`src/hdl/affine_transform_builder_2d_macros.svh`:
```
// Assertion macros used by the top-level RTL file of the affine transform builder.
`ifndef AFFINE_TRANSFORM_BUILDER_2D_MACROS_SVH
`define AFFINE_TRANSFORM_BUILDER_2D_MACROS_SVH

// Same-cycle implication, disabled while reset is asserted.
`define ATB2D_ASSERT_IMP(lbl, clk, rst_n, ante, cons) \
  lbl: assert property (@(posedge clk) disable iff (!rst_n) (ante) |-> (cons)) \
    else $error("atb2d: implication check failed");

// Next-cycle implication, disabled while reset is asserted.
`define ATB2D_ASSERT_NXT(lbl, clk, rst_n, ante, cons) \
  lbl: assert property (@(posedge clk) disable iff (!rst_n) (ante) |=> (cons)) \
    else $error("atb2d: next-cycle check failed");

`endif

```
`src/hdl/atb2d_pkg.sv`:
```
package atb2d_pkg;

  localparam int unsigned DATA_W         = 32;
  localparam int unsigned ROT_W          = 16;
  localparam int unsigned ANGLE_W        = 32;
  localparam int unsigned FRAC_BITS_DEF  = 16;
  localparam int unsigned ANGLE_BITS_DEF = 16;

  localparam int unsigned CORDIC_STAGES = 30;
  localparam int unsigned CORDIC_FRAC   = 30;
  localparam logic signed [31:0] CORDIC_GAIN_INV = 32'sd652032874;
  localparam logic signed [31:0] CORDIC_ONE      = 32'sd1073741824;

  // Input word to done strobe: angle register, CORDIC cells, quadrant stage,
  // and five stages in the scale unit.
  localparam int unsigned LATENCY = CORDIC_STAGES + 7;

  // Wide enough for every value that reaches the output saturation.
  localparam int unsigned SAT_W = 68;

  typedef enum logic [1:0] {
    QUAD_0 = 2'd0,
    QUAD_1 = 2'd1,
    QUAD_2 = 2'd2,
    QUAD_3 = 2'd3
  } quad_e;

  typedef struct packed {
    logic               valid;
    quad_e              quad;
    logic signed [31:0] x;
    logic signed [31:0] y;
    logic signed [31:0] z;
  } cordic_t;

  typedef struct packed {
    logic signed [DATA_W-1:0] pos_x;
    logic signed [DATA_W-1:0] pos_y;
    logic signed [DATA_W-1:0] origin_x;
    logic signed [DATA_W-1:0] origin_y;
    logic signed [DATA_W-1:0] scale_x;
    logic signed [DATA_W-1:0] scale_y;
  } payload_t;

  typedef struct packed {
    logic               valid;
    logic signed [31:0] cos_v;
    logic signed [31:0] sin_v;
    payload_t           pay;
  } trig_t;

  // Arctangent of 2^-i in units of 2^-32 of a full turn.
  function automatic logic signed [31:0] atan_turn(input int unsigned i);
    logic signed [31:0] r;
    case (i)
      0:       r = 32'sh20000000;
      1:       r = 32'sh12E4051E;
      2:       r = 32'sh09FB385B;
      3:       r = 32'sh051111D4;
      4:       r = 32'sh028B0D43;
      5:       r = 32'sh0145D7E1;
      6:       r = 32'sh00A2F61E;
      7:       r = 32'sh00517C55;
      8:       r = 32'sh0028BE53;
      9:       r = 32'sh00145F2F;
      10:      r = 32'sh000A2F98;
      11:      r = 32'sh000517CC;
      12:      r = 32'sh00028BE6;
      13:      r = 32'sh000145F3;
      14:      r = 32'sh0000A2FA;
      15:      r = 32'sh0000517D;
      16:      r = 32'sh000028BE;
      17:      r = 32'sh0000145F;
      18:      r = 32'sh00000A30;
      19:      r = 32'sh00000518;
      20:      r = 32'sh0000028C;
      21:      r = 32'sh00000146;
      22:      r = 32'sh000000A3;
      23:      r = 32'sh00000051;
      24:      r = 32'sh00000029;
      25:      r = 32'sh00000014;
      26:      r = 32'sh0000000A;
      27:      r = 32'sh00000005;
      28:      r = 32'sh00000003;
      29:      r = 32'sh00000001;
      default: r = 32'sh00000000;
    endcase
    return r;
  endfunction

  function automatic logic signed [DATA_W-1:0] sat_word(input logic signed [SAT_W-1:0] v);
    logic signed [SAT_W-1:0] hi;
    logic signed [SAT_W-1:0] lo;
    logic signed [DATA_W-1:0] r;
    hi = SAT_W'($signed({1'b0, {(DATA_W-1){1'b1}}}));
    lo = SAT_W'($signed({1'b1, {(DATA_W-1){1'b0}}}));
    if (v > hi) begin
      r = hi[DATA_W-1:0];
    end else if (v < lo) begin
      r = lo[DATA_W-1:0];
    end else begin
      r = v[DATA_W-1:0];
    end
    return r;
  endfunction

endpackage

```
`src/hdl/atb2d_cordic_cell.sv`:
```
module atb2d_cordic_cell #(
  parameter int unsigned STAGE = 0
) (
  input  logic               clk_i,
  input  logic               rst_ni,
  input  atb2d_pkg::cordic_t cell_i,
  output atb2d_pkg::cordic_t cell_o
);

  localparam logic signed [31:0] ATAN = atb2d_pkg::atan_turn(STAGE);

  logic                valid_q;
  atb2d_pkg::quad_e    quad_q;
  logic signed [31:0]  x_q, y_q, z_q;
  logic signed [31:0]  x_d, y_d, z_d;
  logic signed [31:0]  dx, dy;

  always_comb begin
    dx = cell_i.y >>> STAGE;
    dy = cell_i.x >>> STAGE;
    // A non-negative residual angle rotates counterclockwise.
    if (!cell_i.z[31]) begin
      x_d = cell_i.x - dx;
      y_d = cell_i.y + dy;
      z_d = cell_i.z - ATAN;
    end else begin
      x_d = cell_i.x + dx;
      y_d = cell_i.y - dy;
      z_d = cell_i.z + ATAN;
    end
  end

  always_ff @(posedge clk_i or negedge rst_ni) begin
    if (!rst_ni) begin
      valid_q <= 1'b0;
    end else begin
      valid_q <= cell_i.valid;
    end
  end

  always_ff @(posedge clk_i) begin
    quad_q <= cell_i.quad;
    x_q    <= x_d;
    y_q    <= y_d;
    z_q    <= z_d;
  end

  assign cell_o = '{valid: valid_q, quad: quad_q, x: x_q, y: y_q, z: z_q};

endmodule

```
`config.mk`:
```
export PLATFORM = sky130hd
export DESIGN_NAME = atb2d_cordic_cell
export DESIGN_NICKNAME = d
export VERILOG_FILES = /design/src/hdl/affine_transform_builder_2d_macros.svh /design/src/hdl/atb2d_pkg.sv /design/src/hdl/atb2d_cordic_cell.sv
export SDC_FILE = /design/constraint.sdc
export NUM_CORES = 1
export LEC_CHECK = 0
export BUFFER_PORTS_ARGS = -buffer_cell sky130_fd_sc_hd__buf_2
export CORE_ASPECT_RATIO = 0.6
export CORE_MARGIN = 3
export CORE_UTILIZATION = 40
export DETAILED_ROUTE_END_ITERATION = 10
export PLACE_DENSITY = 0.69
export SLEW_MARGIN = 20
export SYNTH_ARGS = -nofsm -noshare
export SYNTH_HDL_FRONTEND = slang
export SYNTH_SLANG_ARGS = --single-unit
export TNS_END_PERCENT = 100
```
`constraint.sdc`:
```
create_clock -name clk_i -period 2.1 [get_ports clk_i]
set_clock_uncertainty 0.2 [all_clocks]
set_input_delay 0.42 -clock clk_i [delete_from_list [all_inputs] [get_ports clk_i]]
set_output_delay 0.42 -clock clk_i [all_outputs]
set_load 0.02 [all_outputs]
```
==> results.md, run 1 <==
- Syn avg cell area: 8.13 sq um
- Post-DRT Antenna Nets: 0
- CP arrival: around 2.8 ns
- Layout fillers: ~1,400
- Worst-Margin Slew: between 0.6 and 0.7 ns
- Layout cell share with drive strength beyond 1: between 50% and 60%
- Nets: 1,650
- First-pass GRT wire length: about 47,000 um
- Die height: approximately 110 um
- P&R area growth vs syn: 73.6%
- Post-synth cell types: slightly below 80
- CP endpoint kind: register
- CTS H-tree lvls: 3
- CTS tree: yes
- Total power: ~0.0081 W
- Routed length on met2: 12,800 um
- Post-synth EDFFs: 0
- Wire per inst: approximately 19 um
- Clock slew at the register clock pins of the worst setup and hold paths: 0.08 ns
- IO Pins: 200
- Leak Pwr: roughly 6.2 nW
- Final setup violation count: 50
- Met1 WL: 15,200 um
- Gr ovfl total: 0
- Worst hold path depth: 2
- RSZ-0062 raised after global routing: true
- Status: finished with violations
- Period minus WS final: about 2.8 ns
- # DRC: 0
- Final Hold Slack: between 0.05 and 0.06 ns
- Hold Vio Cnt, Final: 0
- Slew margin rel.: 56.8%
- Routed wire length on met3: between 3000 and 4000 um
- Vias: roughly 9,000
- Peak supply drop: around 0.00038 V
- DR vias/cell: approximately 5.3
- Highest routed layer: met5
- Initial Util: 41.1%
- Total core area: 18,200 sq um
- Worst endpoint required time: ~2.2 ns
- Utilization after layout: 71.4%
- Crit path max fanout: 3
- Clk root buf: clkbuf_16
- YS warnings: 0
- Syn Nets: 1,127
- Post-Synthesis Cells: 922
- GR Util All Layers: a little under 30%
- Total of max-cap violations: 0
- Setup crit start kind: input port
- Die Wd: roughly 180 um
- CTS Sinks: 98
- Period utilisation layout: 132%
- Register bit total from synthesis: ~100
- Largest net degree at the start of global routing: 49
- Setup ws final: -0.674 ns
- Commonest cells in the netlist: a21oi_1, ha_1, dfxtp_1
- Initial antenna violation count: 2
- Worst hold path type: in -> reg
- Cell Pwr Density: 624 nW/um^2
- DP Wirelength: about 24,000 um
- GP Congestion: approximately 1.0
- Die area: between 20,000 and 25,000 sq um
- Slew Limit Fails: 0
- Final wirelength: 31,400 um
- Register area share after synthesis: between 20% and 30%
- Setup CP Type: in -> reg
- Worst Hold Launch: cell_i[29]
- Main synth FF type: dfxtp_1
- Dominant cells by area after synthesis: dfxtp_1, ha_1, a21oi_1
- Vias in the first global route: about 8,500
- IO Port Bufs: 199
- WHS Endpoint: z_q[29]
- Final setup TNS: -23.04 ns
- Failing checks: negative setup slack
- Pre-antenna DRT Iters: 6
- Post-Syn Area: 7490 sq um
- Max Root-Sink Buffers: 2
- Initial DRC count: between 700 and 800
- Async SR Flop Fraction: under 10%
- Max frequency: 360 MHz
- Site Rows: 38
- Yosys top cell area share: about 26%
- Num CTS Buffers: 9
- Largest area contributor in the netlist: dfxtp_1
[repair_timing]
action / in CTS / in global routing
buffers inserted: 20 / 22
pin swaps: 92 / 71
hold buffers: 33 / 0
gates resized for setup: 127 / 90
endpoints found under the setup margin: 50 / 51
endpoints found under the hold margin: 33 / 0
[area by class of cell]
cell class | count | area (sq um) | share of cell area [%]
multi-input cells | 689 | 6090 | 46.9
diodes | 1 | 2.50 | 0.0192
well taps | 240 | 300 | 2.31
clock buffers | 9 | 225 | 1.73
repair buffers | 553 | 3970 | 30.5
inverters | 94 | 368 | 2.83
flip-flops and latches | 98 | 1970 | 15.1
clock inverters | 7 | 76.3 | 0.587
[cell families (layout without fill, tap and decap cells)]
| kind of cell | after synthesis | after routing | synth area share [%] |
|---|---|---|---|
| flops | 98 | 98 | 26.3 |
| xor+xnor | 61 | 61 | 7.13 |
| buf+inv | 135 | 663 | 7.30 |
| simple gates | 213 | 213 | 13.3 |
| mux | 16 | 16 | 2.15 |
| fa+ha+maj | 104 | 104 | 17.7 |
| compound gates | 295 | 295 | 26.2 |
| other cells | 0 | 1 | 0 |
[worst max path at each step]
| stage | slack [ns] | end | start | depth (start not counted) |
|---|---|---|---|---|
| floorplan | -0.72 | y_q[31] | cell_i[68] | 11 |
| global placement | -1.29 | x_q[29] | cell_i[48] | 12 |
| detailed placement | -1.28 | x_q[30] | cell_i[32] | 13 |
| CTS | -0.65 | x_q[25] | cell_i[65] | 13 |
| global route | -0.75 | x_q[30] | cell_i[64] | 13 |
| finish | -0.67 | x_q[30] | cell_i[64] | 13 |
[report_power, final]
part | switching [W] | internal, W
clock | 0.000878 | 0.000850
combinational | 0.00224 | 0.00185
sequential | 0.000113 | 0.00219
total | 0.00323 | 0.00489
[state kept, by name, summed over array words and instances, names as in the netlist]
signal   count
x_q         32
z_q         32
valid_q      1
y_q         31
quad_q       2
[layer usage]
metal,vias to the layer above,global-route usage [%]
met5,-,0
met4,2,5.22
met3,33,6.35
met2,424,41.5
met1,4209,45.3
li1,4259,-
[critical path, stage by stage]
cell and delay, ns:
buf_8 0.10, ha_4 0.16, fa_2 0.36, nor2b_4 0.15, o21ai_4 0.19, a311oi_4 0.15
o31ai_4 0.29, o41ai_4 0.09, buf_4 0.18, a211oi_4 0.27, o41a_1 0.21, o32ai_2 0.09
xnor2_1 0.14
[per-stage QoR]
stage / setup slack [ns] / instances / area [sq um]
floorplan: -0.717 / 922 / 7910
finish: -0.674 / 1691 / 13000
global route: -0.748 / 1690 / 13000
CTS: -0.646 / 1675 / 12500
global placement: -1.29 / 1609 / 11200
detailed placement: -1.28 / 1609 / 11200
[placed cells by master (no fill, tap or decap), types with 11 or more instances in the layout]
cell	count
a21o_1	14
a21oi_1	77
a21oi_2	22
buf_2	187
buf_4	296
buf_6	27
dfxtp_1	97
dlygate4sd3_1	33
ha_1	78
ha_4	21
inv_1	74
inv_2	12
nand2_1	43
nand3_1	11
nor2_1	63
nor3_1	13
o21ai_0	38
o21ai_1	12
o21ai_2	17
o21bai_1	13
xnor2_1	47
(Power assumes the default switching activity.)
==> run 2: changes to the inputs <==
Settings changed: CORE_ASPECT_RATIO 0.6 to default.
==> run 2 against run 1 <==
The flow still finishes with violations (negative setup slack); core utilization up 0.060 points; worst hold slack worse by 0.012 ns; final cell count down 0.83%; sequential cell count unchanged; sequential share of layout area about the same; critical path depth unchanged; first-iteration DRC count up 4.9%; routed wire length down 6.1%; total power down 0.77%; count of clock-buffer cells in the layout unchanged; critical endpoint is now y_q[28].
==> results.md, run 2 (synthesis results as in run 1) <==
- Final wirelength: 29,500 um
- Antenna diode count: 0
- Highest-count cells in the layout ignoring fill and taps: buf_4, buf_2, dfxtp_1
- Nets: between 1,500 and 2,000
- # DRC: 0
- Setup crit start kind: input port
- P&R area growth vs syn: 73.7%
- Max frequency: between 300 and 400 MHz
- CP arrival: between 2 and 3 ns
- First-pass GRT wire length: approximately 44,000 um
- Vias in the first global route: between 8,000 and 9,000
- Clk root buf: clkbuf_16
- Leak Pwr: between 6 and 7 nW
- DR vias/cell: roughly 5.3
- IO Pins: 200
- CTS H-tree lvls: 3
- Die area: 20,400 sq um
- Vias: 8,853
- Setup ws final: -0.678 ns
- Num CTS Buffers: 9
- Peak supply drop: slightly above 0.0004 V
- Total of max-cap violations: 0
- Worst hold path type: in -> reg
- Die height: between 100 and 150 um
- Gr ovfl total: 0
- Status: finished with violations
- DP Wirelength: around 21,000 um
- Period utilisation layout: 132%
- Worst-Margin Slew: ~0.53 ns
- Setup CP Type: in -> reg
- Slew Limit Fails: 0
- Initial DRC count: between 700 and 800
- CP endpoint kind: register
- RSZ-0062 raised after global routing: true
- Die Wd: approximately 140 um
- Wire per inst: between 15 and 20 um
- Cell Pwr Density: 619 nW/um^2
- Failing checks: negative setup slack
- Initial antenna violation count: 0
- Layout cell share with drive strength beyond 1: about half
- Site Rows: 49
- GP Congestion: about 1
- Clock slew at the register clock pins of the worst setup and hold paths: ~0.08 ns
- Layout fillers: about 1,400
- CTS Sinks: between 90 and 100
- GR Util All Layers: 26.6%
- Crit path max fanout: 3
- Slew margin rel.: between 60% and 70%
- Post-DRT Antenna Nets: 0
- Worst endpoint required time: roughly 2.1 ns
- CTS tree: yes
- Largest registers: x_q (32), z_q (32), y_q (31)
- Final setup TNS: -21.17 ns
- Post-place setup slack: -1.17 ns
- Most common cell after layout, fill and taps aside: buf_4
- IO Port Bufs: ~200
- Largest net degree at the start of global routing: between 60 and 70
- Period minus WS final: approximately 2.8 ns
- Final setup violation count: 50
- Initial Util: roughly 41%
- Total core area: roughly 18,000 sq um
- Max Root-Sink Buffers: 2
- Hold Vio Cnt, Final: 0
- Pre-antenna DRT Iters: 6
## run 2: cell types whose count changed in the layout (fill, tap and decap cells not counted), sizes merged
cell / change
inv: -2
diode: -1
clkinv: +2
buf: -2
## run 2: metrics by stage
stage               area [sq um]  power, W  cells  utilization (%)  hold slack (ns)
global route               13000   0.00843   1677             71.5           0.0575
detailed placement         11100   0.00570   1586             60.9          0.00958
finish                     13000   0.00806   1677             71.5           0.0475
CTS                        12500   0.00778   1656             68.5           0.0432
global placement           11100   0.00566   1586             60.9          0.00476
floorplan                   7910   0.00420    922                -          -0.0756
## run 2: final cells by class
cell class                 count  area, sq um  share of cell area (%)
clock inverter                 7         81.3                   0.625
clock buffer                   9          225                    1.73
inverter                      94          373                    2.86
tap                          229          287                    2.20
timing repair buffer         551         4010                    30.8
multi-input combinational    689         6070                    46.7
sequential                    98         1970                    15.1
## run 2: repair_timing
| item | CTS | global route |
|---|---|---|
| gates resized for setup | 139 | 84 |
| setup endpoints to repair | 51 | 51 |
| setup buffers | 25 | 26 |
| cloned | 0 | 1 |
| endpoints found under the hold margin | 33 | 0 |
| pin swaps | 102 | 80 |
| hold buffers | 33 | 0 |
## run 2: routing by layer
metal / vias to the layer above / GRT usage [%] / share of wire (%)
met2: 408 / 45.9 / 49
met5: - / 0 / 0
met4: 0 / 9.60 / 3.2
li1: 4249 / - / -
met3: 73 / 4.19 / 6.3
met1: 4123 / 33.7 / 41
## run 2: worst max-delay path: stages
cell,delay [ns]
buf_8,0.08
ha_4,0.13
fa_2,0.19
nor2b_4,0.17
o21ai_4,0.09
a311oi_4,0.34
o31ai_4,0.12
o41ai_4,0.34
buf_4,0.22
a41oi_2,0.14
a22oi_1,0.23
o211ai_1,0.17
xor2_1,0.16
## run 2: final timing paths
kind | from | to | slack, ns | cells after the start
max | cell_i[64] | y_q[28] | -0.68 | 13
min | cell_i[29] | z_q[29] | 0.05 | 2
min in group asynchronous | rst_ni | valid_q | 0.16 | 2
max in group asynchronous | rst_ni | valid_q | 1.45 | 2
## run 2: power breakdown
part           switching [W]  internal (W)
clock network       0.000888      0.000850
logic                0.00219       0.00185
registers          0.0000984       0.00219
==> run 3: changes to the inputs <==
Settings changed: SETUP_SLACK_MARGIN from default to 0.1.
==> run 3 against run 2 <==
The run still ends with negative setup slack left; sequential cell count stayed put; clock power rose by 2%; worst hold slack worse by 0.0020 ns; critical path depth unchanged; via count increased by 1.5%; sequential share of layout area shrank 0.12 points; global-route usage grew 0.12 points; first-iteration DRC count decreased by 7.2%; non-clock buffer count up 5; count of clock-buffer cells in the layout is the same; largest power group unchanged; design area rose by 0.80%.
==> results.md, run 3 (synthesis results as in run 1) <==
- WHS Endpoint: z_q[29]
- Clk root buf: clkbuf_16
- Layout cell share with drive strength beyond 1: roughly 51%
- Largest net degree at the start of global routing: 46
- Peak supply drop: ~0.00042 V
- Kind of cell adding the most delay to the critical path: compound AO/OA/AOI/OAI gates
- CP Cell Sequence: buf_8 > ha_4 > fa_2 > nor2b_4 > o21ai_4 > a311oi_2 > o31ai_2 > buf_4 > o41ai_4 > a211oi_2 > o41a_1 > o32ai_2 > xnor2_1
- Die Wd: 143 um
- Initial DRC count: roughly 730
- Wire per inst: between 15 and 20 um
- Total power: approximately 0.008 W
- Pre-antenna DRT Iters: 5
- Worst hold path type: in -> reg
- Hold Vio Cnt, Final: 0
- Initial antenna violation count: 0
- Antenna diode count: 0
- Post-DRT Antenna Nets: 0
- Status: finished with violations
- Worst endpoint required time: around 2.2 ns
- Area post-placement: between 10,000 and 15,000 sq um
- Vias in the first global route: 8,715
- Layout fillers: around 1,300
- Period minus WS final: about 2.8 ns
- RSZ-0062 raised after global routing: true
- GP Congestion: 0.970
- GR Util All Layers: a little over a quarter
- Slew Limit Fails: 0
- Die area: about 20,000 sq um
- Nets: about 1,700
- Site Rows: 49
- Setup crit start kind: input port
- Slowest-stage cell, CP: fa_2
- Initial Util: 41.1%
- DR vias/cell: around 5.3
- Largest registers: x_q (32), z_q (32), y_q (31)
- Period utilisation layout: 131%
- Worst Hold Launch: cell_i[29]
- Crit path max fanout: 4
- Total of max-cap violations: 0
- Die height: 143 um
- CTS H-tree lvls: 3
- Total core area: ~18,000 sq um
- P&R area growth vs syn: 75.1%
- Slew margin rel.: between 60% and 70%
- Cell Pwr Density: just over 600 nW/um^2
- Final Hold Slack: 0.0455 ns
- CP arrival: around 2.8 ns
- Failing checks: negative setup slack
- WP buf/inv: 2
- IO Pins: 200
- CTS Sinks: 98
- Final wirelength: between 20,000 and 30,000 um
- Max Root-Sink Buffers: 2
- Clock slew at the register clock pins of the worst setup and hold paths: approximately 0.08 ns
- Vias: 8,983
- Max frequency: ~360 MHz
- Final setup TNS: -21.57 ns
- Worst hold path depth: 2
- First-pass GRT wire length: between 40,000 and 50,000 um
- DP Wirelength: roughly 22,000 um
- Leak Pwr: ~6.3 nW
- Highest-count cells in the layout ignoring fill and taps: buf_4, buf_2, dfxtp_1
- Setup CP Type: in -> reg
- # DRC: 0
- Num CTS Buffers: 9
- Critical path's largest stage delay: around 0.36 ns
- CTS tree: yes
- Gr ovfl total: 0
- Worst-Margin Slew: between 0.5 and 0.6 ns
- IO Port Bufs: 199
- Setup ws final: -0.651 ns
- Final setup violation count: 49
- Most common cell after layout, fill and taps aside: buf_4
- Final instance area: between 10,000 and 15,000 sq um
- Post-place setup slack: -1.11 ns
- CP endpoint kind: register
[run 3: cell count changes in the layout (fill, tap and decap cells not counted), moves of 5 or more]
cell	previous run	this run
nand2_1	46	40
o21ai_2	20	14
nor2_1	65	60
nor2_4	3	8
a21oi_2	18	28
nand2_2	2	8
inv_2	14	9
a21oi_1	78	72
o21ai_1	11	17
[run 3: layout make-up]
class	instances	area, sq um	area share, %
Multi-Input combinational cell	689	6110	46.6
Timing Repair Buffer	556	4070	31.0
Sequential cell	98	1970	15.0
Inverter	94	378	2.88
Tap cell	229	287	2.18
Clock buffer	9	225	1.72
Clock inverter	7	86.3	0.658
[run 3: repair_timing]
item	in CTS	in global routing
endpoints found under the setup margin	51	52
hold endpoints to repair	33	0
setup buffers	22	33
hold buffers	33	0
pin swaps	81	90
gates resized for setup	115	124
[run 3: how the worst max path moves through the flow]
stage,from,to,slack (ns),depth (start not counted)
2_1_floorplan,cell_i[68],y_q[31],-0.72,11
3_3_place_gp,cell_i[33],y_q[28],-1.07,12
3_5_place_dp,cell_i[33],y_q[31],-1.11,12
4_1_cts,cell_i[33],x_q[25],-0.60,12
5_1_grt,cell_i[64],x_q[30],-0.73,13
6_report,cell_i[64],x_q[30],-0.65,13
[run 3: stage by stage]
stage / util (%) / cells
floorplan: - / 922
global placement: 61.0 / 1587
detailed placement: 61.0 / 1587
CTS: 68.0 / 1654
global route: 72.1 / 1682
finish: 72.1 / 1682
[run 3: per-layer routing]
layer	global-route usage, %	routed length, um	vias to the layer above
li1	-	-	4268
met1	34.9	12500	4210
met2	46.1	14100	437
met3	3.95	2090	68
met4	7.50	770	0
met5	0	0	-
[run 3: power by group]
group          leakage, nW  total [W]  internal, W  switching [W]
registers            0.830    0.00229      0.00219      0.0000943
logic                 5.31    0.00410      0.00189        0.00222
clock network        0.150    0.00178     0.000852       0.000928
total                 6.29    0.00817      0.00493        0.00324
